--- src/rtl/ipq_pkg.sv ---
// Package for the interrupt pending queue controller.
// Holds sizes, operation and register codes, and the shared struct types.
// No dependencies.
`default_nettype none

package ipq_pkg;

   // Number of interrupt lines and derived widths
   localparam int LINES  = 32;
   localparam int IDX_W  = $clog2(LINES);
   localparam int CNT_W  = $clog2(LINES + 1);
   localparam int LINE_W = 5;
   localparam int FUNC_W = 2;
   localparam int ADDR_W = 3;
   localparam int DATA_W = 32;

   // Operation codes carried in func
   localparam logic [FUNC_W-1:0] FUNC_TRIGGER = 2'd0;
   localparam logic [FUNC_W-1:0] FUNC_SUSPEND = 2'd1;
   localparam logic [FUNC_W-1:0] FUNC_RESUME  = 2'd2;

   // Register index of the line enable mask
   localparam logic REG_LINE_ENABLE = 1'b0;

   // Broadcast control for the row of queue cells
   typedef struct packed {
      logic              shift;
      logic              load;
      logic [IDX_W-1:0]  pos;
      logic [LINE_W-1:0] data;
   } cell_ctl_type;

   // One result transaction
   typedef struct packed {
      logic              dispatched;
      logic [LINE_W-1:0] dispatch_line;
      logic              prior_enable;
      logic              last;
   } rsp_item_type;

endpackage

`default_nettype wire

--- src/rtl/ipq_if.sv ---
// Channel interfaces for the interrupt pending queue controller.
// Depends on ipq_pkg for field widths.
`default_nettype none

interface ipq_req_if;
   logic                        valid;
   logic                        ready;
   logic [ipq_pkg::FUNC_W-1:0]  func;
   logic [ipq_pkg::LINE_W-1:0]  line;
   logic                        allowed;

   modport source (output valid, func, line, allowed, input ready);
   modport sink   (input valid, func, line, allowed, output ready);
endinterface

interface ipq_rsp_if;
   logic                        valid;
   logic                        ready;
   logic                        dispatched;
   logic [ipq_pkg::LINE_W-1:0]  dispatch_line;
   logic                        prior_enable;
   logic                        last;

   modport source (output valid, dispatched, dispatch_line, prior_enable, last, input ready);
   modport sink   (input valid, dispatched, dispatch_line, prior_enable, last, output ready);
endinterface

`default_nettype wire

--- src/rtl/interrupt_pending_queue_controller_unit.sv ---
// Interrupt pending queue controller: top level with control sequencer and APB registers.
// Depends on ipq_pkg, ipq_if (ipq_req_if, ipq_rsp_if) and ipq_queue.
//
//   channel   direction  handshake          payload
//   req_chan  in         valid/ready        func, line, allowed
//   rsp_chan  out        valid/ready        dispatched, dispatch_line, prior_enable, last
//   apb       in/out     psel/penable/pready line_enable_mask at byte address 0
//
// A trigger, suspend or non-draining resume yields one transaction.
// A trigger that drops a queued line, and a draining resume, then walk the queue once:
// one step per queued entry, by the one-step shift through the cell row; a dispatching
// step of a draining resume stalls while the output register is full.
// Reset is synchronous: global enable set, queue empty, enable mask cleared.
// A result waits in the output register; take a request once it is empty or drains.
`default_nettype none

module interrupt_pending_queue_controller_unit (
   input  logic                       clock,
   input  logic                       reset,
   ipq_req_if.sink                    req_chan,
   ipq_rsp_if.source                  rsp_chan,
   input  logic                       psel,
   input  logic                       penable,
   input  logic                       pwrite,
   input  logic [ipq_pkg::ADDR_W-1:0] paddr,
   input  logic [ipq_pkg::DATA_W-1:0] pwdata,
   output logic [ipq_pkg::DATA_W-1:0] prdata,
   output logic                       pready
);
   import ipq_pkg::*;

   typedef enum logic {S_IDLE, S_PASS} state_type;

   localparam logic [CNT_W-1:0] CNT_ONE   = CNT_W'(1);
   localparam logic [CNT_W-1:0] CNT_LINES = CNT_W'(LINES);

   // Control state
   state_type         state_ff, state_in;
   logic              ge_ff, ge_in;
   logic [LINES-1:0]  pmask_ff, pmask_in;
   logic [CNT_W-1:0]  count_ff, count_in;
   logic [LINES-1:0]  enable_ff, enable_in;
   logic              rsp_valid_ff, rsp_valid_in;

   // Pass bookkeeping and result payload
   logic              drain_ff, drain_in;
   logic [LINES-1:0]  drain_set_ff, drain_set_in;
   logic [LINE_W-1:0] target_ff, target_in;
   logic              prior_ff, prior_in;
   logic [CNT_W-1:0]  total_ff, total_in;
   logic [CNT_W-1:0]  step_ff, step_in;
   logic [CNT_W-1:0]  kept_ff, kept_in;
   rsp_item_type      rsp_data_ff, rsp_data_in;

   cell_ctl_type      ctl;
   logic [LINE_W-1:0] head;
   logic              accept;
   logic              out_free;
   logic              pass_remove;
   logic              step_go;
   logic              append_go;
   logic              cfg_write;
   logic [CNT_W-1:0]  pass_pos;
   logic [LINES-1:0]  head_bit;

   ipq_queue u_queue (
      .clock (clock),
      .ctl   (ctl),
      .head  (head)
   );

   // APB register access; pready is always high
   assign pready    = 1'b1;
   assign cfg_write = psel && penable && pwrite && (paddr[ADDR_W-1] == REG_LINE_ENABLE);
   assign prdata    = (paddr[ADDR_W-1] == REG_LINE_ENABLE) ? DATA_W'(enable_ff) : '0;
   assign enable_in = cfg_write ? pwdata[LINES-1:0] : enable_ff;

   // Handshakes
   assign out_free          = !rsp_valid_ff || rsp_chan.ready;
   assign req_chan.ready    = (state_ff == S_IDLE) && out_free;
   assign accept            = req_chan.valid && req_chan.ready;
   assign rsp_chan.valid         = rsp_valid_ff;
   assign rsp_chan.dispatched    = rsp_data_ff.dispatched;
   assign rsp_chan.dispatch_line = rsp_data_ff.dispatch_line;
   assign rsp_chan.prior_enable  = rsp_data_ff.prior_enable;
   assign rsp_chan.last          = rsp_data_ff.last;

   // Queue walk: pop the head each step; a kept entry is written back so that,
   // after the remaining shifts of the pass, it lands right behind the earlier kept ones.
   assign head_bit    = LINES'(1) << head;
   assign pass_remove = drain_ff ? drain_set_ff[head] : (head == target_ff);
   assign step_go     = (state_ff == S_PASS) && (!(drain_ff && pass_remove) || out_free);
   assign pass_pos    = kept_ff + total_ff - CNT_ONE - step_ff;

   always_comb begin
      state_in     = state_ff;
      ge_in        = ge_ff;
      pmask_in     = pmask_ff;
      count_in     = count_ff;
      drain_in     = drain_ff;
      drain_set_in = drain_set_ff;
      target_in    = target_ff;
      prior_in     = prior_ff;
      total_in     = total_ff;
      step_in      = step_ff;
      kept_in      = kept_ff;
      rsp_data_in  = rsp_data_ff;
      rsp_valid_in = rsp_valid_ff && !rsp_chan.ready;
      append_go    = 1'b0;

      if (accept) begin
         prior_in = ge_ff;
         // Default: acknowledge only
         rsp_valid_in = 1'b1;
         rsp_data_in  = '{dispatched: 1'b0, dispatch_line: '0, prior_enable: ge_ff, last: 1'b1};
         unique case (req_chan.func)
            FUNC_TRIGGER: begin
               if (CNT_W'(req_chan.line) < CNT_LINES) begin
                  if (enable_ff[req_chan.line] && ge_ff) begin
                     rsp_data_in.dispatched    = 1'b1;
                     rsp_data_in.dispatch_line = req_chan.line;
                     if (pmask_ff[req_chan.line]) begin
                        // Drop the line from the queue with one walk
                        pmask_in[req_chan.line] = 1'b0;
                        state_in  = S_PASS;
                        drain_in  = 1'b0;
                        target_in = req_chan.line;
                        total_in  = count_ff;
                        step_in   = '0;
                        kept_in   = '0;
                     end
                  end else if (!pmask_ff[req_chan.line] && (count_ff < CNT_LINES)) begin
                     append_go               = 1'b1;
                     pmask_in[req_chan.line] = 1'b1;
                     count_in                = count_ff + CNT_ONE;
                  end
               end
            end
            FUNC_SUSPEND: begin
               ge_in = 1'b0;
            end
            FUNC_RESUME: begin
               ge_in = req_chan.allowed;
               if (req_chan.allowed && (|(pmask_ff & enable_ff))) begin
                  // Drain: results come from the walk
                  rsp_valid_in = rsp_valid_ff && !rsp_chan.ready;
                  rsp_data_in  = rsp_data_ff;
                  state_in     = S_PASS;
                  drain_in     = 1'b1;
                  drain_set_in = pmask_ff & enable_ff;
                  total_in     = count_ff;
                  step_in      = '0;
                  kept_in      = '0;
               end
            end
            default: begin
            end
         endcase
      end

      if (step_go) begin
         if (pass_remove) begin
            pmask_in = pmask_in & ~head_bit;
            if (drain_ff) begin
               drain_set_in = drain_set_ff & ~head_bit;
               rsp_valid_in = 1'b1;
               rsp_data_in  = '{dispatched: 1'b1, dispatch_line: head,
                                prior_enable: prior_ff,
                                last: ((drain_set_ff & ~head_bit) == '0)};
            end
         end else begin
            kept_in = kept_ff + CNT_ONE;
         end
         step_in = step_ff + CNT_ONE;
         if (step_ff == total_ff - CNT_ONE) begin
            count_in = pass_remove ? kept_ff : kept_ff + CNT_ONE;
            state_in = S_IDLE;
         end
      end
   end

   // Cell row control: walk step or append at the tail
   always_comb begin
      ctl.shift = step_go;
      ctl.load  = (step_go && !pass_remove) || append_go;
      ctl.pos   = step_go ? pass_pos[IDX_W-1:0] : count_ff[IDX_W-1:0];
      ctl.data  = step_go ? head : req_chan.line;
   end

   always_ff @(posedge clock) begin
      if (reset) begin
         state_ff     <= S_IDLE;
         ge_ff        <= 1'b1;
         pmask_ff     <= '0;
         count_ff     <= '0;
         enable_ff    <= '0;
         rsp_valid_ff <= 1'b0;
      end else begin
         state_ff     <= state_in;
         ge_ff        <= ge_in;
         pmask_ff     <= pmask_in;
         count_ff     <= count_in;
         enable_ff    <= enable_in;
         rsp_valid_ff <= rsp_valid_in;
      end
      drain_ff     <= drain_in;
      drain_set_ff <= drain_set_in;
      target_ff    <= target_in;
      prior_ff     <= prior_in;
      total_ff     <= total_in;
      step_ff      <= step_in;
      kept_ff      <= kept_in;
      rsp_data_ff  <= rsp_data_in;
   end

endmodule

`default_nettype wire

--- src/rtl/ipq_cell.sv ---
// One cell of the pending queue: holds one queued line number.
// Loads a broadcast value at its own position, else takes its right neighbor on shift.
// Depends on ipq_pkg.
`default_nettype none

module ipq_cell (
   input  logic                       clock,
   input  ipq_pkg::cell_ctl_type      ctl,
   input  logic [ipq_pkg::IDX_W-1:0]  cell_index,
   input  logic [ipq_pkg::LINE_W-1:0] neighbor,
   output logic [ipq_pkg::LINE_W-1:0] entry
);
   import ipq_pkg::*;

   logic [LINE_W-1:0] entry_ff;
   logic [LINE_W-1:0] entry_in;

   always_comb begin
      entry_in = entry_ff;
      if (ctl.load && (ctl.pos == cell_index)) begin
         entry_in = ctl.data;
      end else if (ctl.shift) begin
         entry_in = neighbor;
      end
   end

   always_ff @(posedge clock) begin
      entry_ff <= entry_in;
   end

   assign entry = entry_ff;

endmodule

`default_nettype wire

--- src/rtl/ipq_queue.sv ---
// Row of queue cells that hold the pending lines in arrival order.
// Cell 0 is the head; each shift moves every entry one cell toward the head.
// Depends on ipq_pkg and ipq_cell.
`default_nettype none

module ipq_queue (
   input  logic                       clock,
   input  ipq_pkg::cell_ctl_type      ctl,
   output logic [ipq_pkg::LINE_W-1:0] head
);
   import ipq_pkg::*;

   logic [LINE_W-1:0] entries [LINES];

   for (genvar i = 0; i < LINES; i++) begin : g_cell
      logic [LINE_W-1:0] right;
      if (i == LINES - 1) begin : g_tail
         assign right = '0;
      end else begin : g_body
         assign right = entries[i+1];
      end

      ipq_cell u_cell (
         .clock      (clock),
         .ctl        (ctl),
         .cell_index (IDX_W'(i)),
         .neighbor   (right),
         .entry      (entries[i])
      );
   end

   assign head = entries[0];

endmodule

`default_nettype wire

--- src/flat_wrapper.sv ---
// flat-port wrapper written by rule: the top's interface ports become plain ports
module interrupt_pending_queue_controller_unit_flat import ipq_pkg::*;
  (clock, reset, psel, penable, pwrite, paddr, pwdata, prdata, pready, req_chan_valid, req_chan_func, req_chan_line, req_chan_allowed, req_chan_ready, rsp_chan_valid, rsp_chan_dispatched, rsp_chan_dispatch_line, rsp_chan_prior_enable, rsp_chan_last, rsp_chan_ready);
  ipq_req_if req_chan_i ();
  ipq_rsp_if rsp_chan_i ();
  input  logic clock;
  input  logic reset;
  input  logic psel;
  input  logic penable;
  input  logic pwrite;
  input  logic [ipq_pkg::ADDR_W-1:0] paddr;
  input  logic [ipq_pkg::DATA_W-1:0] pwdata;
  output logic [ipq_pkg::DATA_W-1:0] prdata;
  output logic pready;
  input wire logic [$bits(req_chan_i.valid)-1:0] req_chan_valid;
  input wire logic [$bits(req_chan_i.func)-1:0] req_chan_func;
  input wire logic [$bits(req_chan_i.line)-1:0] req_chan_line;
  input wire logic [$bits(req_chan_i.allowed)-1:0] req_chan_allowed;
  output wire logic [$bits(req_chan_i.ready)-1:0] req_chan_ready;
  output wire logic [$bits(rsp_chan_i.valid)-1:0] rsp_chan_valid;
  output wire logic [$bits(rsp_chan_i.dispatched)-1:0] rsp_chan_dispatched;
  output wire logic [$bits(rsp_chan_i.dispatch_line)-1:0] rsp_chan_dispatch_line;
  output wire logic [$bits(rsp_chan_i.prior_enable)-1:0] rsp_chan_prior_enable;
  output wire logic [$bits(rsp_chan_i.last)-1:0] rsp_chan_last;
  input wire logic [$bits(rsp_chan_i.ready)-1:0] rsp_chan_ready;
  assign req_chan_i.valid = req_chan_valid;
  assign req_chan_i.func = req_chan_func;
  assign req_chan_i.line = req_chan_line;
  assign req_chan_i.allowed = req_chan_allowed;
  assign req_chan_ready = req_chan_i.ready;
  assign rsp_chan_valid = rsp_chan_i.valid;
  assign rsp_chan_dispatched = rsp_chan_i.dispatched;
  assign rsp_chan_dispatch_line = rsp_chan_i.dispatch_line;
  assign rsp_chan_prior_enable = rsp_chan_i.prior_enable;
  assign rsp_chan_last = rsp_chan_i.last;
  assign rsp_chan_i.ready = rsp_chan_ready;
  interrupt_pending_queue_controller_unit u_core (.clock(clock), .reset(reset), .req_chan(req_chan_i), .rsp_chan(rsp_chan_i), .psel(psel), .penable(penable), .pwrite(pwrite), .paddr(paddr), .pwdata(pwdata), .prdata(prdata), .pready(pready));
endmodule
--- config.mk ---
export PLATFORM = sky130hd
export DESIGN_NAME = interrupt_pending_queue_controller_unit_flat
export DESIGN_NICKNAME = d
export VERILOG_FILES = /design/src/rtl/ipq_pkg.sv /design/src/rtl/ipq_if.sv /design/src/rtl/interrupt_pending_queue_controller_unit.sv /design/src/rtl/ipq_cell.sv /design/src/rtl/ipq_queue.sv /design/src/flat_wrapper.sv
export SDC_FILE = /design/constraint.sdc
export NUM_CORES = 1
export LEC_CHECK = 0
export BUFFER_PORTS_ARGS = -buffer_cell sky130_fd_sc_hd__buf_2
export CAP_MARGIN = 20
export CORE_UTILIZATION = 35
export DETAILED_ROUTE_END_ITERATION = 12
export GPL_ROUTABILITY_DRIVEN = 0
export HOLD_SLACK_MARGIN = 0.03
export PLACE_DENSITY = 0.54
export SYNTH_ARGS = -nofsm -noshare
export SYNTH_HDL_FRONTEND = slang
export SYNTH_SLANG_ARGS = --single-unit
--- constraint.sdc ---
create_clock -name clock -period 3.9 [get_ports clock]
set_input_delay 0.78 -clock clock [delete_from_list [all_inputs] [get_ports clock]]
set_output_delay 0.78 -clock clock [all_outputs]
set_load 0.01 [all_outputs]
==> impl_metrics.csv <==
group,metric,value,unit
synth,synth_area,15500,sq um
sta,setup_tns,0,ps
setup_path,cp_num_cells,11,
setup_path,cp-start-kind,"register",
synth,synth_cells,1408,
detailed_routing,wl_met1,18.4,mm
hold_path,hp-start,"u_core.ge_ff",
final_layout,fill_cells,4257,
power,p_total,7050,uW
global_route,grt_pass1_vias,11400,
sta,hold_ws,457,ps
setup_path,slowest_delay,650,ps
setup_path,worstPathRequired,4180,ps
setup_path,crit_type,"reg -> reg",
clock_network,clock_sinks,298,
power,p_clk_share,46.5,%
global_route,grt_pass1_wl,66.0,mm
global_route,antenna_found_initial,0,
floorplan,dieArea,45100,sq um
setup_path,reg2reg_from,"u_core.u_queue.g_cell[0].u_cell.entry[1]",
detailed_routing,drc_errors,0,
synth,yosysSeqAreaShare,50.1,%
setup_path,rr_worst_depth,11,
detailed_routing,routedWlPerCell,19.8,um
detailed_routing,met3_wirelength,2.32,mm
setup_path,rr_endpoint,"u_core.u_queue.g_cell[25].u_cell.entry[2]",
final_layout,final_common_cell,"edfxtp_1",
synth,synth_edf_count,179,
clock_network,cts_tree,"done",
final_layout,layout-drive-gt1-share,29.3,%
synth,synthArstFlopShare,0,%
placement,place_hpwl,30.5,mm
setup_path,r2r_slack,200,ps
power,ir_worst_vdd,281,uV
placement,port_buffers,89,
synth,synth_cell_types,70,
setup_path,crit_chain,"buf_4 > mux2i_1 > nand3b_1 > a32oi_1 > and3_1 > nor2_4 > buf_12 > a221oi_2 > buf_4 > nand3_1 > mux2_2",
power,p_per_area,388,nW/um^2
clock_network,cts_made_buffers,35,
global_route,grt_max_degree,47,
power,pwr-share-seq,47.8,%
clock_network,clock_path_buffers,3,
setup_path,critPathTopFamily,"simple AND/OR/NAND/NOR gates",
synth,syn_area_per_cell,11.0,sq um
power,netSwitchingPower,1630,uW
setup_path,worst-path-max-fanout,24,
hold_path,holdPathStages,0,
sta,fmax,0.270,GHz
sta,rsz0062_at_grt,"false",
sta,finalHoldViolCount,0,
floorplan,chipHeight,212,um
synth,ys.flop_type,"edfxtp_1",
clock_network,cts-root-buf,"clkbuf_16",
hold_path,min_path_type,"reg -> reg",
synth,syn_nets,1472,
hold_path,holdPathEnd,"u_core.prior_ff",
floorplan,core_area,43400,sq um
detailed_routing,num_vias,11600,
clock_network,hold_buffers,0,
outcome,status,"complete, no violations",
detailed_routing,highest_layer,"met4",
detailed_routing,drt-total-wl,42.4,mm
detailed_routing,wl_met2,20.6,mm
setup_path,endpoint_kind,"register",
sta,slew_headroom,28.6,%
floorplan,io_pins,93,
detailed_routing,dr.pass1.iters,5,
setup_path,worstPathArrival,3990,ps
clock_network,htree_levels,2,
sta,fin_crit_sh,95.0,%
setup_path,crit_path_frequent_cell,"buf_4",
final_layout,final_util,41.9,%
clock_network,path_clk_slew,60,ps
global_route,grt_usage,18.9,%
power,cellLeakagePower,0.00656,uW
sta,setup_viol,0,
sta,tightest_slew,1070,ps
setup_path,cp_slowest_cell,"edfxtp_1",
setup_path,crit_buf_inv,3,
synth,yosys_warnings,0,
floorplan,start_util,35.7,%
clock_network,clkLatencyLatePin,540,ps
final_layout,nNetsFinal,1593,
sta,drv_slew,0,
final_layout,syn_to_final_growth,17.3,%
floorplan,die_x,212,um
detailed_routing,route.antenna.remaining_nets,0,
power,intPower,5420,uW
global_route,grt_overflow,0,
sta,min_period,3700,ps
job,maxCapViolCount,0,
detailed_routing,via_per_inst,5.41,
floorplan,num_rows,76,
synth,ys_ff_latch,298,
power,power_frac_comb,5.6,%
power,p_sw_share,23.1,%
sta,clock_skew,19.5,ps
detailed_routing,drt_iter0_markers,1015,
final_layout,final_cell_mix,"edfxtp_1 (179), mux2_2 (169), nand2_1 (139), dfxtp_1 (119), a21oi_1 (102)",
final_layout,n_antenna_cell,0,
per-layer routing:
| metal | vias up | track usage, % |
|---|---|---|
| met1 | 5738 | 25.2 |
| met4 | 0 | 5.76 |
| met2 | 323 | 31.7 |
| met3 | 62 | 2.82 |
| met5 | - | 0 |
| li1 | 5457 | - |
sequential cells by signal, indices dropped and copies added, names as in the netlist, 5 cells and up:
signal and count:
u_core.pmask_ff 32, u_core.step_ff 6, u_core.enable_ff 32, u_core.drain_set_ff 32
u_core.target_ff 5, u_core.total_ff 6, u_core.kept_ff 6, u_core.rsp_chan.dispatch_line 5
u_core.count_ff 6, u_core.u_queue.g_cell.u_cell.entry 160
power by group through the flow:
stage	logic (uW)	registers (uW)	clock network, uW
floorplan	259	3420	0
global placement	391	3440	0
detailed placement	396	3440	0
CTS	397	3370	3360
global route	436	3370	3480
finish	398	3370	3280
through the flow:
step / setup slack, ps / instances / area, sq um
finish: 195 / 2140 / 18200
global route: 1.48 / 2140 / 18200
CTS: 198 / 2138 / 18100
detailed placement: -350 / 2075 / 17000
global placement: -320 / 2075 / 17000
floorplan: 178 / 1408 / 15500
cell families (layout without fill, tap and decap cells):
group | count (synthesis) | count (layout) | share of synthesized area, %
xor gates and xnor gates | 32 | 32 | 1.81
adders and majority gates | 14 | 14 | 1.37
and+or+nand+nor | 460 | 460 | 15.6
DFF | 298 | 298 | 50.1
other | 1 | 1 | 0.0242
AOI/OAI and AO/OA | 274 | 274 | 10.9
muxes | 206 | 206 | 16.8
buffers and inverters | 123 | 270 | 3.44
cell usage after synthesis, drive strengths merged, types with 4 or more instances:
library cell / n / area share [%]
edfxtp: 179 / 35
mux2: 169 / 12
nand2: 141 / 3.4
dfxtp: 119 / 15
a21oi: 102 / 3.3
nor2: 93 / 2.3
o21ai: 83 / 2.7
clkbuf: 71 / 1.7
nor3: 53 / 2.3
nor2b: 45 / 1.8
buf: 29 / 1.1
nand3: 27 / 1.0
nand2b: 26 / 1.0
o32ai: 24 / 1.4
inv: 22 / 0.53
mux4: 22 / 3.5
xnor2: 21 / 1.2
a22oi: 17 / 0.82
mux2i: 15 / 1.0
nand4: 14 / 0.57
a2111oi: 12 / 0.68
and2: 11 / 0.44
nand3b: 11 / 0.53
nor3b: 11 / 0.71
xor2: 11 / 0.62
ha: 9 / 0.73
a211oi: 7 / 0.42
and3: 6 / 0.24
a31oi: 5 / 0.30
fa: 5 / 0.65
nor4: 5 / 0.30
o22ai: 5 / 0.20
or3: 4 / 0.16
final cells by class:
cell class,count,area (sq um),share of cell area [%]
clock inverters,19,208,1.14
repair buffers,185,1210,6.68
well taps,585,732,4.03
multi-input cells,987,7230,39.8
inverters,22,82.6,0.455
flip-flops and latches,298,7760,42.7
clock buffers,44,941,5.18
worst max-delay path by stage:
stage                                              from                                         to  slack, ps
2_1_floorplan                          req_chan_line[0]  u_core.u_queue.g_cell[17].u_cell.entry[0]        180
3_3_place_gp                           req_chan_line[0]  u_core.u_queue.g_cell[19].u_cell.entry[3]       -320
3_5_place_dp                           req_chan_line[0]  u_core.u_queue.g_cell[19].u_cell.entry[1]       -350
4_1_cts                                req_chan_line[0]  u_core.u_queue.g_cell[19].u_cell.entry[1]        200
5_1_grt        u_core.u_queue.g_cell[0].u_cell.entry[1]  u_core.u_queue.g_cell[27].u_cell.entry[2]          1
6_report       u_core.u_queue.g_cell[0].u_cell.entry[1]  u_core.u_queue.g_cell[25].u_cell.entry[2]        200
timing repair:
action                                  in CTS  in global routing
resized for setup                            0                  3
hold endpoints to repair                     0                  0
buffers inserted                             0                  1
endpoints found under the setup margin       0                 17
Power figures use the tool's default switching activity.
